## src/hw/rtl/assert_macros.svh

```systemverilog
// Assertion macros shared by the scheduler RTL.
`ifndef ASSERT_MACROS_SVH
`define ASSERT_MACROS_SVH

// Asserts that a property holds at every clock edge outside reset.
`define ASSERT_ALWAYS(label, prop, msg) \
  label: assert property (@(posedge clk_i) disable iff (!rst_ni) (prop)) else $error(msg);

// Asserts that an antecedent implies a consequent at the next clock edge.
`define ASSERT_NEXT(label, ante, cons, msg) \
  label: assert property (@(posedge clk_i) disable iff (!rst_ni) (ante) |=> (cons)) \
    else $error(msg);

`endif

```

## src/hw/rtl/mjs_ram.sv

```systemverilog
// Generic single-port RAM with registered read.
module mjs_ram #(
  parameter int Width = 8,
  parameter int Depth = 16
) (
  input  logic                     clk_i,
  input  logic                     we_i,
  input  logic [$clog2(Depth)-1:0] addr_i,
  input  logic [Width-1:0]         wdata_i,
  output logic [Width-1:0]         rdata_o
);
  logic [Width-1:0] mem_q [Depth];

  always_ff @(posedge clk_i) begin
    if (we_i) begin
      mem_q[addr_i] <= wdata_i;
    end
    rdata_o <= mem_q[addr_i];
  end
endmodule

```

## config.mk

```make
export PLATFORM = sky130hd
export DESIGN_NAME = mjs_ram
export DESIGN_NICKNAME = d
export VERILOG_FILES = /design/src/hw/rtl/assert_macros.svh /design/src/hw/rtl/mjs_ram.sv
export SDC_FILE = /design/constraint.sdc
export NUM_CORES = 1
export LEC_CHECK = 0
export BUFFER_PORTS_ARGS = -buffer_cell sky130_fd_sc_hd__buf_2
export CORE_ASPECT_RATIO = 1.1
export CORE_MARGIN = 5
export CORE_UTILIZATION = 50
export CTS_BUF_LIST = sky130_fd_sc_hd__clkbuf_2
export CTS_CLUSTER_SIZE = 30
export DETAILED_ROUTE_END_ITERATION = 10
export PLACE_DENSITY_LB_ADDON = 0.3
export SLEW_MARGIN = 15
export SYNTH_ARGS = -nofsm -noshare
export SYNTH_HDL_FRONTEND = slang
export SYNTH_SLANG_ARGS = --single-unit
```

## constraint.sdc

```tcl
create_clock -name clk_i -period 2.59 [get_ports clk_i]
set_input_delay 0.518 -clock clk_i [delete_from_list [all_inputs] [get_ports clk_i]]
set_output_delay 0.518 -clock clk_i [all_outputs]
set_load 0.05 [all_outputs]
```

Yosys cells after proc, flatten, opt, wreduce, memory -nomap -nowiden
Memory sizes are Yosys's and may differ from the RTL's. A register that Yosys moved wholly into a read port is not among the register bits.
Index checks and enable logic that the tools add are counted.
{ "totals": {"register_bits": 0, "ramBits": 128, "inputBits": 14, "out_inout_bits": 8, "wordCells": 3, "mem_count": 1} }
{ "classes": {"mux": 2} }
{ "memory_table": {"columns": ["memory", "depth", "word_bits", "read_ports", "rd_clocked_by_memory_dff", "write_ports", "line_no", "rtl"], "rows": [
  ["mem_q", 16, 8, 1, 1, 1, "mjs_ram.sv:12", "logic [Width-1:0] mem_q [Depth];"]
]} }
{ "ops": {"columns": ["op", "n"], "rows": [
  ["two-way mux 1 bit", 2]
]} }

Logic depth before layout (Yosys ltp)
Gate-level depths: netlist of run 1.
{ "depth": {"ltp_word": 2, "mapped_depth": 5, "depth_no_buf": 3} }

Least setup slack after synthesis of run 1
OpenSTA, ideal clock, no wires.
{ "synth_path": {"path_kind": "input port to flip-flop", "startpoint": "in addr_i[2]", "endpoint": "mem mem_q[0][0], enable pin", "setup_ns": 0.383, "t_arrival_ns": 1.628, "required_ns": 2.207, "setup_slack_ns": 0.579, "stages": 2, "n_path_buf": 0, "cell_sequence": "or3b_2 nor3_1"} }
{ "synth_lines": {"columns": ["element", "line_no", "rtl"], "rows": [
  ["start: declaration", "mjs_ram.sv:8", "input logic [$clog2(Depth)-1:0] addr_i,"],
  ["end: declaration", "mjs_ram.sv:12", null]
]} }
Straight into the memory's write port.

Final worst setup path of run 1
{ "layout_path": {"startpoint": "reg rdata_o[4] (read register of mem_q)", "endpoint": "out rdata_o[4]"} }
{ "layout_lines": {"columns": ["element", "line_no", "rtl"], "rows": [
  ["start: declaration", "mjs_ram.sv:10", "output logic [Width-1:0] rdata_o"]
]} }
No word-level cell between the ends.

==> results of run 1 <==
final cells by class:
cell class                      instances  area, um^2  area share, %
Multi-Input combinational cell         83        1003          17.70
Clock buffer                           20       100.1          1.766
Sequential cell                       136        4004          70.62
Clock inverter                         11       156.4          2.759
Tap cell                              120       150.1          2.648
Timing Repair Buffer                   39       252.7          4.458
Antenna cell                            1       2.502        0.04414
per-layer routing:
metal / GRT usage (%) / up-vias
met5: 0 / -
met4: 6.736 / 0
met3: 4.290 / 12
met2: 28.44 / 57
met1: 21.08 / 1217
li1: - / 1059
Yosys cell counts:
cell type / n
edfxtp_1: 128
mux4_2: 32
a22oi_1: 16
nor2_1: 13
nand2_1: 9
dfxtp_1: 8
buf_1: 4
nor3_1: 4
buf_2: 2
buf_6: 2
clkbuf_1: 2
nand2b_1: 2
nand3b_1: 2
nor2b_1: 2
and2_1: 1
clkbuf_2: 1
nand3_1: 1
or3b_2: 1
registers in the layout, summed over array words and instances, names as in the netlist:
name / flops
rdata_o: 8
mem_q: 128
worst max path at each step:
stage / start / to / cells after the start
floorplan: addr_i[2] / mem_q[0][0] / 2
global placement: addr_i[2] / mem_q[1][5] / 3
detailed placement: addr_i[2] / mem_q[1][0] / 3
CTS: rdata_o[4] / rdata_o[4] / 1
global route: rdata_o[1] / rdata_o[1] / 1
finish: rdata_o[4] / rdata_o[4] / 1
power by group through the flow:
stage | sequential, uW | clock (uW) | combinational (uW)
5_1_grt | 2480 | 1460 | 296
3_5_place_dp | 2520 | 0 | 278
2_1_floorplan | 2570 | 0 | 127
6_report | 2470 | 1300 | 272
3_3_place_gp | 2520 | 0 | 274
4_1_cts | 2470 | 1350 | 278
per-stage QoR:
stage	total power, uW	setup WS, ns	hold WS (ns)	instance area [um^2]
after floorplan	2696	0.5790	0.6169	5067
after global placement	2791	0.5455	0.6580	5410
after detailed placement	2798	0.4682	0.6639	5410
after CTS	4096	0.7371	0.1707	5667
after global routing	4235	0.6931	0.1461	5669
final	4043	0.8241	0.2550	5669
logic make-up (layout without fill, tap and decap cells):
logic type / count (synthesis) / in the layout
DFF: 136 / 136
and+or+nand+nor: 35 / 35
muxes: 32 / 32
AOI/OAI and AO/OA: 16 / 16
buffers and inverters: 11 / 70
other: 0 / 1
==> results_dict.tcl, run 1 <==
set metrics [dict create \
    wl_met1_um 3609 \
    drive_gt1_share_pct 35.29 \
    clock_tree.buffer_depth 2 \
    antenna_left 0 \
    nFillCells 766 \
    dp.cells 378 \
    seq_area_frac_synth_pct 79.01 \
    synth.avg_cell_area_um2 22.03 \
    cp-start-kind "register" \
    final_cell_mix "edfxtp_1, mux4_2, buf_2, clkbuf_2, buf_4" \
    synth_warnings 0 \
    vdd_drop_max_mv 0.2655 \
    netlist_area_um2 5067 \
    grt-ovfl-total 0 \
    worstPathCellList "buf_2" \
    relSlewSlack_pct 45.11 \
    ff2ff_setup_slack_ns 1.22 \
    seqPwrFrac_pct 61.1 \
    internal-power_uw 3184 \
    drt-total-wl_um 8922 \
    worstMarginPinSlew_ns 0.8204 \
    p_sw_share_pct 21.26 \
    layout.nets 291 \
    min_from "wdata_i[6]" \
    synth.distinct_cells 18 \
    antenna_found_initial 1 \
    synth-xor-area-share_pct 0 \
    r2r_start "mem_q[1][3]" \
    powerDensity_nw_per_um2 713.2 \
    comb_power_share_pct 6.7 \
    highest_layer "met4" \
    slew_viol_final 0 \
    clockPowerShare_pct 32.2 \
    hold_class "input port to register" \
    hold_depth 1 \
    htree_levels 4 \
    place_congestion 0.7205 \
    critPathTopFamily "flip-flops" \
    synth_mux_area_share_pct 14.22 \
    synth_nets 244 \
    arrival_ns 1.25 \
    post_drt_wl_per_cell_um 21.76 \
    holdBufCountCts 0 \
    critPathMaxFanout 1 \
    min_period_ns 1.766 \
    grt_pass1_vias 2562 \
    layout_commonest_cell "edfxtp_1" \
    synth.top_cell.area_share_pct 75.85 \
    finalNonFillerCells 410 \
    synthSimpleGateAreaFrac_pct 3.210 \
    die-area_um2 12250 \
    ys_top_cells_by_area "edfxtp_1, mux4_2, dfxtp_1" \
    leakage_uw 0.001878 \
    worstSetupPathType "register to output port" \
    cts_buffers 17 \
    hold_viol 0 \
    met2RoutedLength_um 4751 \
    fmax_mhz 566.3 \
    max_cap_violations 0 \
    drc 0 \
    worstSetupEndpointType "output port" \
    tns_ns 0 \
    status "completed" \
    synth_top_cell_by_area "edfxtp_1" \
    vias_per_cell 5.720 \
    clk_pin_slew_ns 0.18 \
    synth_seq_cells 136 \
    postCtsSetupRepairBufs 0 \
    fp.dieW_um 106.0 \
    post-dp-hpwl_um 5998 \
    synth_cells 230 \
    grt_usage_pct 16.81 \
    dr.pass1.iters 4 \
    cp_slowest_cell "dfxtp_1" \
    cts-resized-gates 0 \
    area_delta_synth_final_pct 11.88 \
    rsz0062_at_grt "false" \
    synth_compound_area_share_pct 2.370 \
    clockRootBuffer "clkbuf_2" \
    p_sw_uw 859.6 \
    final_util_pct 57.33 \
    row_count 38 \
    grt_max_degree 28 \
    synth_top_family_by_area "multiplexers" \
    core_area_um2 9889 \
    required_ns 2.07 \
    clk_latency_ns 0.63 \
    crit_path_max_incr_delay_ns 0.37 \
    grt_pass1_wl_um 14700 \
    vias 2345 \
    port_buffers 21 \
    rr_worst_depth 3 \
    r2r_end "rdata_o[3]" \
    drt_iter0_drc 150 \
    fin_worst_skew_ns 0.02218 \
    initial_core_util_pct 51.24 \
    synth-adder-area-share_pct 0 \
    cts_tree "done" \
    num_io_pins 22 \
    dr_wl_met3_um 396 \
    chipHeight_um 115.6 \
    worst-path-buf-inv 1 \
    setup_viol 0 \
    cts_sinks 136 \
    holdPathEnd "mem_q[4][6]" \
    fin_crit_sh_pct 68.18 \
]
(Power assumes the default switching activity.)
==> inputs of run 2 (changes only) <==
--- a/config.mk
+++ b/config.mk
@@ -5,6 +5,7 @@
 export SDC_FILE = /design/constraint.sdc
 export NUM_CORES = 1
 export LEC_CHECK = 0
+export ABC_AREA = 1
 export BUFFER_PORTS_ARGS = -buffer_cell sky130_fd_sc_hd__buf_2
 export CORE_ASPECT_RATIO = 1.1
 export CORE_MARGIN = 5
==> constraint.sdc (replaced) <==
create_clock -name clk_i -period 1.8 [get_ports clk_i]
set_input_delay 0.36 -clock clk_i [delete_from_list [all_inputs] [get_ports clk_i]]
set_output_delay 0.36 -clock clk_i [all_outputs]
set_load 0.05 [all_outputs]
==> results_dict.tcl, run 2 <==
set metrics [dict create \
    num_io_pins 22 \
    seq_area_frac_synth_pct 71.59 \
    critPathTopFamily "flip-flops" \
    grt_pass1_vias 3842 \
    ys.flop_type "edfxtp_1" \
    max_cap_violations 0 \
    synth_nets 562 \
    htree_levels 4 \
    arrival_ns 1.32 \
    vias_per_cell 4.954 \
    holdBufCountCts 0 \
    synthArstFlopShare_pct 0 \
    grt_max_degree 26 \
    grt-ovfl-total 0 \
    clock_tree.buffer_depth 2 \
    synth.distinct_cells 11 \
    ys_top_cells_by_area "edfxtp_1, nand2_1, dfxtp_1" \
    nFillCells 942 \
    rsz0062_at_grt "false" \
    drive_gt1_share_pct 13.32 \
    drc 0 \
    post-dp-hpwl_um 7651 \
    synth.most_common_cell "nand2_1" \
    crit_start "rdata_o[6]" \
    area_delta_synth_final_pct 12.24 \
    largest_reg_flops 128 \
    layout.nets 609 \
    cts_sinks 136 \
    hold_class "input port to register" \
    multi_input_area_um2 1386 \
    clk_latency_ns 0.67 \
    cp-start-kind "register" \
    vdd_drop_max_mv 0.5525 \
    synth.top_cell.area_share_pct 68.72 \
    fmax_mhz 596.7 \
    cts_buffers 17 \
    fin_crit_sh_pct 93.11 \
    postCtsSetupRepairBufs 0 \
    dr.pass1.iters 5 \
    critPathMaxFanout 1 \
    drt-total-wl_um 11730 \
    post_drt_wl_per_cell_um 15.52 \
    setup_viol 0 \
    grt_usage_pct 18.79 \
    clk_pin_slew_ns 0.22 \
    timing.hold.ws_ns 0.08571 \
    tns_ns 0 \
    setup_ws_ns 0.1240 \
    antenna_found_initial 1 \
    leakage_uw 0.002740 \
    die-area_um2 13400 \
    row_count 40 \
    netlist_area_um2 5593 \
    fp.dieW_um 110.8 \
    worst-path-buf-inv 1 \
    required_ns 1.44 \
    relSlewSlack_pct 71.14 \
    min_period_ns 1.676 \
    worstPathCellList "buf_2" \
    r2r_start "mem_q[6][3]" \
    synth_seq_cells 136 \
    slew_viol_final 0 \
    register_area_um2 4004 \
    regMostFlops "mem_q" \
    antenna_left 0 \
    cp_slowest_cell "dfxtp_1" \
    place_worst_setup_slack_ns 0.2538 \
    layout_commonest_cell "nand2_1" \
    final_cell_mix "nand2_1, edfxtp_1, buf_4, inv_1, buf_2" \
    worstMarginPinSlew_ns 0.4329 \
    postPlaceCellArea_um2 5976 \
    clockRootBuffer "clkbuf_2" \
    place_congestion 0.9199 \
    fin_area_um2 6277 \
    hold_viol 0 \
    worstSetupPathType "register to output port" \
    drt_iter0_drc 264 \
    cts_tree "done" \
    port_buffers 21 \
    worstSetupEndpointType "output port" \
    cts-resized-gates 0 \
    grt_pass1_wl_um 19110 \
    vias 3745 \
    synth_warnings 0 \
    powerDensity_nw_per_um2 985.4 \
    synth_edf_count 128 \
    synth.avg_cell_area_um2 10.21 \
    top_regs "mem_q x128, rdata_o x8" \
    min_from "wdata_i[5]" \
    chipHeight_um 120.9 \
    synth_cells 548 \
    fin_worst_skew_ns 0.03169 \
    synth_top_cell_by_area "edfxtp_1" \
    initial_core_util_pct 51.03 \
    core_area_um2 10960 \
    netlist_top_cells_count "nand2_1, edfxtp_1, inv_1, nor2_1, buf_2" \
    crit_path_max_incr_delay_ns 0.39 \
    status "completed" \
]
[run 2: changes by cell type after synthesis, moves of 5 or more]
cell / before / now
a22oi_1: 16 / 0
buf_2: 2 / 12
buf_4: 0 / 6
inv_1: 0 / 21
mux4_2: 32 / 0
nand2_1: 9 / 346
nor2_1: 13 / 18
[run 2: power by group]
group / internal (uW) / switching [uW]
sequential: 3540 / 19.0
combinational: 127 / 374
clock: 1060 / 1070
[run 2: path summary, 6_finish.rpt]
kind / to / slack (ns) / cells past startpoint
setup / recovery: rdata_o[6] / 0.12 / 1
hold / removal: mem_q[8][5] / 0.09 / 1
setup reg to reg: rdata_o[3] / 0.78 / 8
hold reg to reg: rdata_o[1] / 0.74 / 8
[run 2: final cells by class]
| type | instances | area share [%] |
|---|---|---|
| multi-input cells | 368 | 22.08 |
| diodes | 1 | 0.03986 |
| inverters | 23 | 1.375 |
| well taps | 147 | 2.930 |
| clock inverters | 13 | 3.249 |
| clock buffers | 19 | 1.515 |
| repair buffers | 49 | 5.023 |
| flip-flops and latches | 136 | 63.78 |
[run 2: cell families (layout without fill, tap and decap cells)]
group	count (synthesis)	after routing	share of synthesized area, %
and+or+nand+nor	368	368	24.79
DFF	136	136	71.59
buffers and inverters	44	104	3.624
other	0	1	0
[run 2: layer usage]
metal,part of all wire (%),GRT usage (%)
met4,2.5,7.698
met3,5.1,3.990
met1,41,21.76
met2,52,33.95
met5,0,0
[run 2: per-stage QoR]
| stage | power (uW) | instances | utilization, % |
|---|---|---|---|
| final | 6185 | 756 | 57.27 |
| after global routing | 6443 | 756 | 57.27 |
| after CTS | 6219 | 755 | 57.25 |
| after detailed placement | 4131 | 723 | 54.52 |
| after global placement | 4123 | 723 | 54.52 |
| after floorplan | 3943 | 548 | - |
==> inputs of run 3 (changes only) <==
--- a/config.mk
+++ b/config.mk
@@ -8,9 +8,8 @@
 export ABC_AREA = 1
 export BUFFER_PORTS_ARGS = -buffer_cell sky130_fd_sc_hd__buf_2
 export CORE_ASPECT_RATIO = 1.1
-export CORE_MARGIN = 5
-export CORE_UTILIZATION = 50
-export CTS_BUF_LIST = sky130_fd_sc_hd__clkbuf_2
+export CORE_MARGIN = 4
+export CORE_UTILIZATION = 55
 export CTS_CLUSTER_SIZE = 30
 export DETAILED_ROUTE_END_ITERATION = 10
 export PLACE_DENSITY_LB_ADDON = 0.3
==> results_dict.tcl, run 3 (synthesized netlist as in run 2, its figures left out) <==
set metrics [dict create \
    status "completed" \
    vdd_drop_max_mv 0.9217 \
    dr.pass1.iters 4 \
    rsz0062_at_grt "false" \
    worst-path-buf-inv 1 \
    layout_commonest_cell "nand2_1" \
    core_area_um2 9889 \
    grt_pass1_wl_um 18400 \
    drt_iter0_drc 277 \
    postCtsSetupRepairBufs 0 \
    fin_crit_sh_pct 82.87 \
    hold_class "input port to register" \
    row_count 38 \
    grt_pass1_vias 3714 \
    wl_met1_um 4746 \
    largest_reg_flops 128 \
    met2RoutedLength_um 5867 \
    rr_worst_depth 8 \
    top_regs "mem_q x128, rdata_o x8" \
    cp_slowest_cell "dfxtp_1" \
    die-area_um2 11850 \
    powerDensity_nw_per_um2 1093 \
    place_congestion 0.8657 \
    arrival_ns 1.13 \
    grt-ovfl-total 0 \
    clockRootBuffer "clkbuf_8" \
    post-dp-hpwl_um 7194 \
    fp.dieW_um 104.1 \
    r2r_start "mem_q[0][4]" \
    post_drt_wl_per_cell_um 16.06 \
    antenna_found_initial 0 \
    diodes 0 \
    clock_tree.buffer_depth 2 \
    hold_depth 1 \
    vias 3719 \
    fin_worst_skew_ns 0.005497 \
    cts-resized-gates 0 \
    htree_levels 4 \
    cp-start-kind "register" \
    worstSetupEndpointType "output port" \
    vias_per_cell 5.137 \
    min_from "wdata_i[2]" \
    regMostFlops "mem_q" \
    drive_gt1_share_pct 11.75 \
    worstMarginPinSlew_ns 0.4119 \
    timing.hold.ws_ns 0.2553 \
    min_period_ns 1.492 \
    holdBufCountCts 0 \
    hold_viol 0 \
    tns_ns 0 \
    initial_core_util_pct 56.55 \
    nFillCells 784 \
    leakage_uw 0.002801 \
    drt-total-wl_um 11620 \
    cts_tree "done" \
    highest_layer "met4" \
    critPathMaxFanout 1 \
    antenna_left 0 \
    max_cap_violations 0 \
    fmax_mhz 670.4 \
    slew_viol_final 0 \
    num_io_pins 22 \
    final_cell_mix "nand2_1, edfxtp_1, buf_4, inv_1, buf_2" \
    chipHeight_um 113.8 \
    grt_usage_pct 20.92 \
    area_delta_synth_final_pct 14.83 \
    grt_max_degree 33 \
    holdPathEnd "mem_q[0][2]" \
    relSlewSlack_pct 72.54 \
    required_ns 1.44 \
    port_buffers 21 \
    layout.nets 605 \
    critPathTopFamily "flip-flops" \
    setup_viol 0 \
    ff2ff_setup_slack_ns 0.79 \
    worstPathCellList "buf_2" \
    crit_path_max_incr_delay_ns 0.34 \
    drc 0 \
    cts_sinks 136 \
    dr_wl_met3_um 814 \
    clk_latency_ns 0.52 \
    r2r_end "rdata_o[4]" \
    clk_pin_slew_ns 0.06 \
    worstSetupPathType "register to output port" \
    cts_buffers 17 \
]
run 3: how the worst max path moves through the flow:
stage / to / slack, ns / from / depth (start not counted)
CTS: rdata_o[3] / 0.29 / rdata_o[3] / 1
global placement: rdata_o[0] / 0.29 / addr_i[0] / 11
floorplan: mem_q[3][0] / 0.06 / addr_i[1] / 4
finish: rdata_o[1] / 0.31 / rdata_o[1] / 1
global route: rdata_o[1] / 0.26 / rdata_o[1] / 1
detailed placement: rdata_o[6] / 0.26 / addr_i[0] / 11
run 3: through the flow:
step	total power (uW)	utilization, %	setup slack [ns]	cells	area (um^2)
after floorplan	3943	-	0.06282	548	5593
after global placement	4109	59.78	0.2939	692	5912
after detailed placement	4120	59.78	0.2556	692	5912
after CTS	7065	64.94	0.2890	724	6422
after global routing	7271	64.94	0.2573	724	6422
final	7018	64.94	0.3084	724	6422
run 3: area by class of cell:
type	instances	area [um^2]	share of cell area (%)
clock buffers	20	425.4	6.624
clock inverters	12	85.08	1.325
inverters	23	86.33	1.344
multi-input cells	368	1386	21.59
flip-flops and latches	136	4004	62.34
well taps	120	150.1	2.338
repair buffers	45	285.3	4.442
run 3: metal layers:
| metal | global-route usage [%] | vias up |
|---|---|---|
| met3 | 6.225 | 19 |
| met4 | 7.270 | 0 |
| met1 | 26.42 | 1743 |
| met5 | 0 | - |
| met2 | 34.89 | 121 |
| li1 | - | 1836 |
run 3: power by group:
part           switching (uW)  internal (uW)
sequential               20.1           3540
clock                    1170           1790
combinational             373            121
total                    1560           5460
