### src/hw/rtl/assert_macros.svh
// Assertion macros shared by the scheduler RTL.
`ifndef ASSERT_MACROS_SVH
`define ASSERT_MACROS_SVH

// Asserts that a property holds at every clock edge outside reset.
`define ASSERT_ALWAYS(label, prop, msg) \
  label: assert property (@(posedge clk_i) disable iff (!rst_ni) (prop)) else $error(msg);

// Asserts that an antecedent implies a consequent at the next clock edge.
`define ASSERT_NEXT(label, ante, cons, msg) \
  label: assert property (@(posedge clk_i) disable iff (!rst_ni) (ante) |=> (cons)) \
    else $error(msg);

`endif

### src/hw/rtl/mjs_pkg.sv
// Package with the types, constants and ranking helper of the job scheduler.
package mjs_pkg;

  localparam int NumCores   = 8;
  localparam int QueueDepth = 32;
  localparam int CoreW      = $clog2(NumCores);
  localparam int QIdxW      = $clog2(QueueDepth);
  localparam int QCntW      = $clog2(QueueDepth + 1);
  localparam int ActW       = 4;
  localparam logic [47:0] SumMax = 48'hFFFF_FFFF_FFFF;

  typedef enum logic [1:0] {
    ActArrive  = 2'd0,
    ActFinish  = 2'd1,
    ActQuantum = 2'd2,
    ActNone    = 2'd3
  } action_e;

  localparam logic [2:0] SchFcfs  = 3'd0;
  localparam logic [2:0] SchSjf   = 3'd1;
  localparam logic [2:0] SchPsjf  = 3'd2;
  localparam logic [2:0] SchPrio  = 3'd3;
  localparam logic [2:0] SchPprio = 3'd4;
  localparam logic [2:0] SchRr    = 3'd5;

  localparam logic [0:0] RegScheme = 1'd0;
  localparam logic [0:0] RegCores  = 1'd1;

  typedef struct packed {
    logic [15:0] id;
    logic [7:0]  prio;
    logic [31:0] arrival;
    logic [31:0] start;
    logic        started;
    logic [31:0] remain;
    logic [15:0] length;
  } job_t;

  typedef enum logic [3:0] {
    StIdle,
    StCount,
    StDispatch,
    StVictim,
    StInsRead,
    StInsScan,
    StShRead,
    StShWrite,
    StInsWrite,
    StStats,
    StDeqRead,
    StDeqHead,
    StDnRead,
    StDnWrite,
    StDone
  } state_e;

  // Strict ranking of a before b under the given scheme.
  function automatic logic ranks_before(logic [2:0] sch, job_t a, job_t b);
    logic [31:0] ka;
    logic [31:0] kb;
    ka = a.arrival;
    kb = b.arrival;
    if (sch == SchSjf || sch == SchPsjf) begin
      ka = a.remain;
      kb = b.remain;
    end else if (sch == SchPrio || sch == SchPprio) begin
      ka = {24'd0, a.prio};
      kb = {24'd0, b.prio};
    end
    if (sch == SchRr) begin
      return 1'b0;
    end
    if (ka != kb) begin
      return ka < kb;
    end
    return a.arrival < b.arrival;
  endfunction

endpackage

### src/hw/rtl/mjs_stats.sv
// Saturating statistic accumulators, updated one term per cycle while enabled.
module mjs_stats (
  input  logic        clk_i,
  input  logic        rst_ni,
  input  logic        en_i,
  input  logic [1:0]  sel_i,
  input  logic [33:0] term_i,
  output logic [47:0] wait_o,
  output logic [47:0] turn_o,
  output logic [47:0] resp_o,
  output logic [31:0] done_o
);
  import mjs_pkg::*;

  logic [47:0] wait_q, wait_d, turn_q, turn_d, resp_q, resp_d;
  logic [31:0] done_q, done_d;
  logic [47:0] acc;
  logic [48:0] sum;

  // The term is a signed 34-bit difference; negative terms add nothing.
  always_comb begin
    acc = wait_q;
    if (sel_i == 2'd1) begin
      acc = turn_q;
    end else if (sel_i == 2'd2) begin
      acc = resp_q;
    end
    sum = {1'b0, acc} + {15'd0, term_i};
    wait_d = wait_q;
    turn_d = turn_q;
    resp_d = resp_q;
    done_d = done_q;
    if (en_i && !term_i[33]) begin
      case (sel_i)
        2'd0: wait_d = sum[48] ? SumMax : sum[47:0];
        2'd1: turn_d = sum[48] ? SumMax : sum[47:0];
        2'd2: resp_d = sum[48] ? SumMax : sum[47:0];
        default: done_d = (done_q == 32'hFFFF_FFFF) ? done_q : done_q + 32'd1;
      endcase
    end else if (en_i && sel_i == 2'd3) begin
      done_d = (done_q == 32'hFFFF_FFFF) ? done_q : done_q + 32'd1;
    end
  end

  always_ff @(posedge clk_i or negedge rst_ni) begin
    if (!rst_ni) begin
      wait_q <= '0;
      turn_q <= '0;
      resp_q <= '0;
      done_q <= '0;
    end else begin
      wait_q <= wait_d;
      turn_q <= turn_d;
      resp_q <= resp_d;
      done_q <= done_d;
    end
  end

  assign wait_o = wait_q;
  assign turn_o = turn_q;
  assign resp_o = resp_q;
  assign done_o = done_q;
endmodule

### config.mk
export PLATFORM = sky130hd
export DESIGN_NAME = mjs_stats
export DESIGN_NICKNAME = d
export VERILOG_FILES = /design/src/hw/rtl/assert_macros.svh /design/src/hw/rtl/mjs_pkg.sv /design/src/hw/rtl/mjs_stats.sv
export SDC_FILE = /design/constraint.sdc
export NUM_CORES = 1
export LEC_CHECK = 0
export ABC_AREA = 0
export BUFFER_PORTS_ARGS = -buffer_cell sky130_fd_sc_hd__buf_2
export CAP_MARGIN = 30
export CORE_MARGIN = 2
export CORE_UTILIZATION = 30
export DETAILED_ROUTE_END_ITERATION = 8
export PLACE_DENSITY_LB_ADDON = 0.3
export SYNTH_ARGS = -nofsm -noshare
export SYNTH_HDL_FRONTEND = slang
export SYNTH_SLANG_ARGS = --single-unit
### constraint.sdc
create_clock -name clk_i -period 3.1 [get_ports clk_i]
set_input_delay 0.31 -clock clk_i [delete_from_list [all_inputs] [get_ports clk_i]]
set_output_delay 0.31 -clock clk_i [all_outputs]
set_load 0.05 [all_outputs]
# [Yosys cells after proc, flatten, opt, wreduce, memory -nomap -nowiden]
# Cells that the tools add are included.
[word_totals] register_bits=176 latchBits=0 ramBits=0 rom_bits=0 inputBits=39 out_inout_bits=176 elab_cells=28 mem_count=0
[op_classes] addsub=2 n_mul=0 n_div=0 n_lt_le_gt_ge=0 eq_ne=5 shifts=0 mux=7 bitwise_logic=0 reduce_logical=10
[ops] op="48-bit two-way mux" n=3
[ops] op="32-bit two-way mux" n=4
[ops] op="48-bit by 34-bit adder with 49-bit output" n=1
[ops] op="32-bit by 1-bit adder with 32-bit output, second input constant" n=1
[ops] op="32-bit == test, second input constant" n=1
[ops] op="2-bit AND reduction" n=4
[ops] op="2-bit == test, second input constant" n=2
[ops] op="3-bit OR reduction" n=1
[ops] op="2-bit by 1-bit == test with 1-bit output, second input constant" n=1
[ops] op="1-bit logical AND" n=2
[ops] op="2-bit zero test" n=1
[ops] op="2-bit != test, second input constant" n=1
[ops] op="2-bit nonzero test" n=1
[ops] op="1-bit zero test" n=1

# [Logic depth before layout (Yosys ltp)]
# Gate-level depths: netlist of run 1.
[logic_depth] word_depth=5 ltp_mapped=20 depth_no_buf=15

# [Worst setup path after synthesis of run 1]
# OpenSTA, ideal clock, no wires.
[synth_path] path_kind="input-to-reg" startpoint="in sel_i[1]" endpoint="reg resp_q[42], in the netlist resp_o[42]" setup_ns=0.140 arrival_ns=4.251 t_required_ns=2.960 slack_ns=-1.292 stages=18 n_path_buf=5 path_cell_list="buf_4 > buf_2 > buf_1 > clkbuf_1 > clkbuf_1 > a211oi_1 > a21oi_1 > ha_1 > inv_1 > fa_1 > nor2b_1 > o2111ai_1 > a21oi_1 > o311ai_1 > a211oi_2 > o21ai_2 > o41ai_1 > o21ai_0"
[synth_between] elab_chain_len=5 word_cells_on_any_way=7 cone_classes="1 x add/sub; 2 x eq/ne; 3 x mux; 1 x reduce/logical"
[synth_rtl] item="from (decl)" line_no="mjs_stats.sv:6" text="input logic [1:0] sel_i,"
[synth_rtl] item="2-bit == test" line_no="mjs_stats.sv:25, mjs_stats.sv:34"
[synth_rtl] item="48-bit two-way mux" line_no="mjs_stats.sv:25" text="end else if (sel_i == 2'd2) begin"
[synth_rtl] item="48-bit two-way mux" line_no="mjs_stats.sv:23" text="if (sel_i == 2'd1) begin"
[synth_rtl] item="48-bit by 34-bit adder with 49-bit output" line_no="mjs_stats.sv:28" text="sum = {1'b0, acc} + {15'd0, term_i};"
[synth_rtl] item="48-bit two-way mux" line_no="mjs_stats.sv:37" text="2'd2: resp_d = sum[48] ? SumMax : sum[47:0];"
[synth_rtl] item="to (signal assigned)" line_no="mjs_stats.sv:54" text="resp_q <= resp_d;"
[synth_rtl] item="to (decl)" line_no="mjs_stats.sv:15" text="logic [47:0] wait_q, wait_d, turn_q, turn_d, resp_q, resp_d;"
# Several ways; a longest one is shown, not always the timed one.
# A chain may end at the register's enable or synchronous reset.

# [Worst setup path in the final report of run 1]
[layout_path] startpoint="reg wait_q[4], in the netlist wait_o[4]" endpoint="reg resp_q[30], in the netlist resp_o[30]"
[layout_between] elab_chain_len=4
[layout_rtl] item="from (decl)" line_no="mjs_stats.sv:15"
[layout_rtl] item="from (signal assigned)" line_no="mjs_stats.sv:52" text="wait_q <= wait_d;"
[layout_rtl] item="48-bit two-way mux" line_no="mjs_stats.sv:25"
[layout_rtl] item="48-bit two-way mux" line_no="mjs_stats.sv:23"
[layout_rtl] item="48-bit by 34-bit adder with 49-bit output" line_no="mjs_stats.sv:28"
[layout_rtl] item="48-bit two-way mux" line_no="mjs_stats.sv:37"
# No other way between the ends.

==> results of run 1 <==
[worst max-delay path by stage]
stage	cells past startpoint	endpoint	slack [ns]
final	15	resp_o[30]$_DFFE_PN0P_	-0.12
after global routing	13	resp_o[39]$_DFFE_PN0P_	-0.33
after CTS	15	turn_o[17]$_DFFE_PN0P_	-0.13
after detailed placement	15	wait_o[43]$_DFFE_PN0P_	-0.56
after global placement	15	wait_o[43]$_DFFE_PN0P_	-0.51
after floorplan	19	turn_o[46]$_DFFE_PN0P_	-0.60
[per-stage QoR]
stage	setup slack (ns)	utilization
4_1_cts	-0.131	0.432
2_1_floorplan	-0.596	-
5_1_grt	-0.325	0.444
3_5_place_dp	-0.562	0.404
3_3_place_gp	-0.515	0.404
6_report	-0.123	0.445
[kinds of logic after synthesis]
family / share of synthesized area
adder cells (fa/ha/maj): 0.0463
AND/OR/NAND/NOR: 0.167
XOR/XNOR: 0.0579
buffers and inverters: 0.0344
flip-flops: 0.422
multiplexers: 0.0743
AO/OA/AOI/OAI: 0.198
[registers in the layout, summed over array words and instances (netlist names)]
register	cells
resp_o	48
wait_o	48
turn_o	48
done_o	32
[power groups by stage]
stage / Sequential, mW / Combinational (mW) / Clock (mW)
floorplan: 6.16 / 3.19 / 0
global placement: 3.61 / 8.63 / 0
CTS: 3.58 / 8.89 / 2.35
detailed placement: 3.62 / 8.69 / 0
global route: 3.69 / 9.91 / 2.44
finish: 3.58 / 9.21 / 2.29
[critical path, stage by stage (launching register included)]
cell	delay, ns
dfrtp_1	0.38
buf_4	0.16
mux2i_1	0.18
a21oi_1	0.10
ha_1	0.36
a21o_1	0.24
a21oi_4	0.19
a21oi_4	0.09
buf_4	0.15
nor3_4	0.18
a21oi_2	0.10
a211o_1	0.35
buf_4	0.16
a31oi_4	0.17
xor2_2	0.21
a21oi_1	0.09
[per-layer routing]
layer  GRT usage  up-vias
met3      0.0438       27
li1            -     4959
met4      0.0525        0
met1       0.244     4769
met5           0        -
met2       0.302      204
[area by class of cell]
type | instances | area [um2] | area share
diodes | 2 | 5.00 | 0.000328
clock buffers | 18 | 439 | 0.0287
clock inverters | 14 | 169 | 0.0111
inverters | 11 | 41.3 | 0.00270
multi-input cells | 905 | 6540 | 0.428
flip-flops and latches | 176 | 4400 | 0.288
well taps | 455 | 569 | 0.0373
repair buffers | 458 | 3110 | 0.204
[cell usage in the layout (no fill, tap or decap), types with 7 or more instances in the layout]
| cell type | count |
|---|---|
| nor2_1 | 36 |
| a21oi_1 | 58 |
| nand4_1 | 12 |
| a211oi_1 | 28 |
| o21ai_2 | 34 |
| xnor2_1 | 42 |
| ha_1 | 33 |
| nand3_1 | 19 |
| a211oi_2 | 9 |
| a21o_1 | 20 |
| o21ai_1 | 106 |
| xor2_1 | 23 |
| mux2_2 | 8 |
| clkbuf_16 | 17 |
| nand2_1 | 170 |
| nor2b_1 | 38 |
| inv_1 | 10 |
| o21ai_0 | 16 |
| buf_4 | 227 |
| a21oi_2 | 14 |
| mux2i_1 | 63 |
| nor2_4 | 39 |
| and4_1 | 7 |
| dfrtp_1 | 176 |
| and3_1 | 14 |
| buf_2 | 211 |
| and2_1 | 8 |
| buf_12 | 13 |
| o211ai_1 | 7 |
[timing repair]
action,4_1_cts,5_1_grt
pin swaps,27,29
endpoints found under the setup margin,144,144
hold buffers,1,0
endpoints found under the hold margin,53,0
gates resized for setup,54,75
buffers inserted,18,14
==> results.toml, run 1 <==
[sta]
finalHoldViolations = 0
slew_headroom = 0.532
hold-worst-slack_ns = 0.297
period_needed_ns = 3.22
fin_ws_ns = -0.123
tns_ns = -7.62
maxSlewViolCount = 0
setup_viol = 127
clock.fmax_mhz = 310
rsz0062_at_grt = "yes"
worstMarginPinSlew_ns = 0.698
finClkSkew_ns = 0.0112
period_share = 1.04

[pwr]
sequentialPowerShare = 0.237
worst_ir_drop_vdd_v = 0.000597
power_per_cell_area_nw_per_um2 = 986
p_leak_nw = 7.42
p_switching_mw = 7.47
p_total_mw = 15.1
swShare = 0.495
clock_power_share = 0.152
intPower_mw = 7.60
pwr-share-comb = 0.611

[final_layout]
area_growth_pct = 46.4
instances_no_fill = 2039
drive_above_1_share = 0.409
post-route-cell-area_um2 = 15300
nNetsFinal = 1646
n_fill_cell = 3358

[placement]
gp_congestion = 0.812
placedCellCount = 1972
io_buffers = 214
placed_area_um2 = 13900
dp_hpwl_mm = 25.0

[detailed_routing]
wl_met1_mm = 15.2
routed-wl-met3_mm = 1.81
first_pass_iters = 5
avgViaCountPerCell = 4.88
detail-route-antenna-nets = 0
vias = 9959
routed_wl_mm = 33.5
routed.top_layer = "met4"
drc = 0
avgRoutedWirePerCell_um = 16.4
route.met2.wl_mm = 16.0
drt_iter0_drc = 413

[yosys]
synth_flop_cell = "dfrtp_1"
syn_inst = 1165
synth-edff-count = 0
synth_top_cell_area_share = 0.422
synth-seq-cells = 176
synth_most_common_cell = "dfrtp_1"
syn_nets = 1242
synth_top_cell_by_area = "dfrtp_1"
ys_top_cells_by_count = "dfrtp_1, nand2_1, o21ai_0, nor2_1, a21oi_1"
yosys-top-cells-area = "dfrtp_1, o21ai_0, mux2i_1"
yosysWarnings = 0
syn_area_um2 = 10400
synth.avg_cell_area_um2 = 8.96
synth_seq_area_share = 0.422
async_flop_share = 1.00
ys_types = 60

[setup_path]
timing_worst_setup_path_type = "reg -> reg"
r2r-start = "wait_o[4]$_DFFE_PN0P_"
rrSetupSlack_ns = -0.12
cp.arrival_ns = 3.56
required_ns = 3.43
critPathLaunch = "wait_o[4]$_DFFE_PN0P_"
reg2reg_depth = 15
cp_max_fo = 4
cp-start-kind = "flop"
end_kind = "flop"
r2r-end = "resp_o[30]$_DFFE_PN0P_"

[die]
die_w_um = 191
fp.dieArea_um2 = 36300
num_rows = 68
pin_count = 215
core_area_um2 = 34400
die_h_um = 191
start_util = 0.304

[min_path]
hold_start = "term_i[0]"
worst_hold_path.endpoint = "turn_o[0]$_DFFE_PN0P_"
hp-class = "in -> reg"
min_path_cells = 4

[global_routing]
grt_usage = 0.185
grt_pass1_vias = 9596
grt_start_max_net_pins = 87
overflow = 0
grt_first_pass_wirelength_mm = 52.5
antenna_found_initial = 1

[outcome]
violations = "negative setup slack"
status = "finished with violations"

[flow_run]
cap_violations = 0

[clocking]
h-tree-depth = 4
numCtsBuffers = 17
cts_buffer_depth = 2
clk_pin_slew_ns = 0.07
cts-root-buf = "clkbuf_16"
tritoncts = "done"
insertion_delay_ns = 0.45
clock_sinks = 176
Power figures use the tool's default switching activity.
==> run 2, diff against run 1 <==
--- a/config.mk
+++ b/config.mk
@@ -5,7 +5,7 @@
 export SDC_FILE = /design/constraint.sdc
 export NUM_CORES = 1
 export LEC_CHECK = 0
-export ABC_AREA = 0
+export ABC_AREA = 1
 export BUFFER_PORTS_ARGS = -buffer_cell sky130_fd_sc_hd__buf_2
 export CAP_MARGIN = 30
 export CORE_MARGIN = 2
==> results.toml, run 2 <==
[pwr]
swShare = 0.532
worst_ir_drop_vdd_v = 0.000513
sequentialPowerShare = 0.241
p_leak_nw = 8.11
intPower_mw = 7.50
clock_power_share = 0.142
p_switching_mw = 8.54
pwr-share-comb = 0.618
power_per_cell_area_nw_per_um2 = 1050

[die]
start_util = 0.303
die_w_um = 201
fp.dieArea_um2 = 40500
num_rows = 72
core_area_um2 = 38600
die_h_um = 201
pin_count = 215

[yosys]
syn_area_um2 = 11700
syn_inst = 1746
syn_nets = 1823
synth_seq_area_share = 0.377
async_flop_share = 1.00
synth_most_common_cell = "nand2_1"
synth_flop_cell = "dfrtp_1"
ys_top_cells_by_count = "nand2_1, inv_1, dfrtp_1, o21ai_0, nor2_1"
ys_types = 36
yosysWarnings = 0
synth.avg_cell_area_um2 = 6.69
yosys-top-cells-area = "dfrtp_1, nand2_1, inv_1"
synth_top_cell_by_area = "dfrtp_1"
synth-edff-count = 0
synth_top_cell_area_share = 0.377
synth-seq-cells = 176

[global_routing]
overflow = 0
grt_pass1_vias = 12200
grt_start_max_net_pins = 76
grt_usage = 0.211
grt_first_pass_wirelength_mm = 67.2
antenna_found_initial = 0

[clocking]
clock_sinks = 176
numCtsBuffers = 17
clk_pin_slew_ns = 0.07
cts-root-buf = "clkbuf_16"
tritoncts = "done"
h-tree-depth = 4
insertion_delay_ns = 0.47
cts_buffer_depth = 2

[setup_path]
timing_worst_setup_path_type = "in -> reg"
end_kind = "flop"
crit_buf_inv = 4
cp_max_fo = 22
max_stage_delay_ns = 0.34
critPathTopFamily = "simple AND/OR/NAND/NOR gates"
reg2reg_depth = 21
cp_num_cells = 19
cp_slowest_cell = "ha_1"
cp.arrival_ns = 3.22
crit_chain = "buf_2 -> inv_6 -> nand2_4 -> buf_4 -> o21ai_0 -> o21ai_0 -> ha_1 -> nand2_1 -> nand2_1 -> o21bai_1 -> a21oi_1 -> nand3_2 -> nand3_1 -> nand2_2 -> nand2_4 -> buf_4 -> nand3_1 -> nand2_1 -> nand2_1"
required_ns = 3.46
cp-start-kind = "primary input"
cp_common_cell = "nand2_1"

[detailed_routing]
avgRoutedWirePerCell_um = 16.2
detail-route-antenna-nets = 0
drt_iter0_drc = 909
drc = 0
avgViaCountPerCell = 4.74
routed_wl_mm = 42.4
first_pass_iters = 5
vias = 12431

[placement]
gp_congestion = 0.939
placed_area_um2 = 14600
dp_hpwl_mm = 33.3
io_buffers = 214
place_ws_ns = -0.272

[sta]
slew_headroom = 0.405
finClkSkew_ns = 0.0126
rsz0062_at_grt = "no"
fin_ws_ns = 0.233
period_share = 0.925
finalHoldViolations = 0
period_needed_ns = 2.87
maxSlewViolCount = 0
hold-worst-slack_ns = 0.334
worstMarginPinSlew_ns = 0.891
setup_viol = 0
clock.fmax_mhz = 349

[final_layout]
final_common_cell = "nand2_1"
most-common-layout-cells = "nand2_1, inv_1, buf_2"
diodes = 0
area_growth_pct = 30.8
final_core_util = 0.396
nNetsFinal = 2169
post-route-cell-area_um2 = 15300
drive_above_1_share = 0.223

[min_path]
min_path_cells = 4
hp-class = "in -> reg"

[outcome]
status = "finished, final reports clean"

[flow_run]
cap_violations = 0
## run 2: cell type report
class	count	area [um2]
Fill cell	4119	23300
Multi-Input combinational cell	1283	6230
Sequential cell	176	4400
Timing Repair Buffer	389	2540
Inverter	225	855
Tap cell	518	648
Clock buffer	17	425
Clock inverter	15	184
## run 2: metrics by stage
stage | total power, mW | instances | setup TNS [ns]
floorplan | 10.2 | 1746 | 0
global placement | 13.7 | 2587 | -12.81
detailed placement | 13.8 | 2587 | -22.49
CTS | 16.1 | 2620 | 0
global route | 17.1 | 2623 | 0
finish | 16.0 | 2623 | 0
## run 2: layer usage
layer,share of wire,track usage,wire length [um],up-vias
li1,-,-,-,6206
met1,0.47,0.284,19700,5825
met2,0.46,0.345,19500,356
met3,0.053,0.0418,2260,44
met4,0.019,0.0586,822,0
met5,0,0,0,-
## run 2: logic make-up (layout without fill, tap and decap cells)
| logic type | after synthesis | count (layout) | synth area share |
|---|---|---|---|
| AOI/OAI and AO/OA | 245 | 245 | 0.111 |
| adders and majority gates | 38 | 38 | 0.0413 |
| xor gates and xnor gates | 59 | 59 | 0.0442 |
| buffers and inverters | 287 | 646 | 0.0967 |
| DFF | 176 | 176 | 0.377 |
| and+or+nand+nor | 941 | 941 | 0.330 |
## run 2: worst reg2reg max path, stage by stage (launching register included)
cell and delay (ns):
dfrtp_1 0.36, inv_2 0.07, a21oi_2 0.15, o21ai_2 0.09, o21ai_2 0.07, ha_2 0.19
inv_1 0.06, fa_2 0.39, inv_2 0.06, nand3_1 0.07, nand3_2 0.12, nand2_1 0.07
nand3_2 0.07, nand2_1 0.06, nand3_2 0.09, nand3_1 0.10, nand2_2 0.11, nand2_4 0.11
buf_4 0.24, nand3_1 0.15, nand2_1 0.07, nand2_1 0.09
## run 2: repair_timing
action	CTS	global route
resized for setup	1	12
hold buffers	1	0
pin swaps	0	2
hold endpoints to repair	70	0
endpoints found under the setup margin	1	116
buffers inserted	0	1
gates cloned	0	2
## run 2: path summary, 6_finish.rpt
kind | startpoint | end | slack, ns
max in group asynchronous | rst_ni | resp_o[21]$_DFFE_PN0P_ | 1.86
worst max register to register | wait_o[0]$_DFFE_PN0P_ | turn_o[33]$_DFFE_PN0P_ | 0.25
worst max-delay path | sel_i[1] | turn_o[33]$_DFFE_PN0P_ | 0.23
min in group asynchronous | rst_ni | wait_o[3]$_DFFE_PN0P_ | 0.43
worst min-delay path | term_i[0] | resp_o[0]$_DFFE_PN0P_ | 0.33
worst min register to register | resp_o[45]$_DFFE_PN0P_ | resp_o[45]$_DFFE_PN0P_ | 0.51
## run 2: power by group through the flow
| stage | logic, mW | registers (mW) | clock network, mW |
|---|---|---|---|
| CTS | 9.91 | 3.86 | 2.34 |
| detailed placement | 9.86 | 3.90 | 0 |
| global placement | 9.84 | 3.88 | 0 |
| floorplan | 3.47 | 6.77 | 0 |
| finish | 9.90 | 3.86 | 2.27 |
| global route | 10.7 | 3.98 | 2.42 |
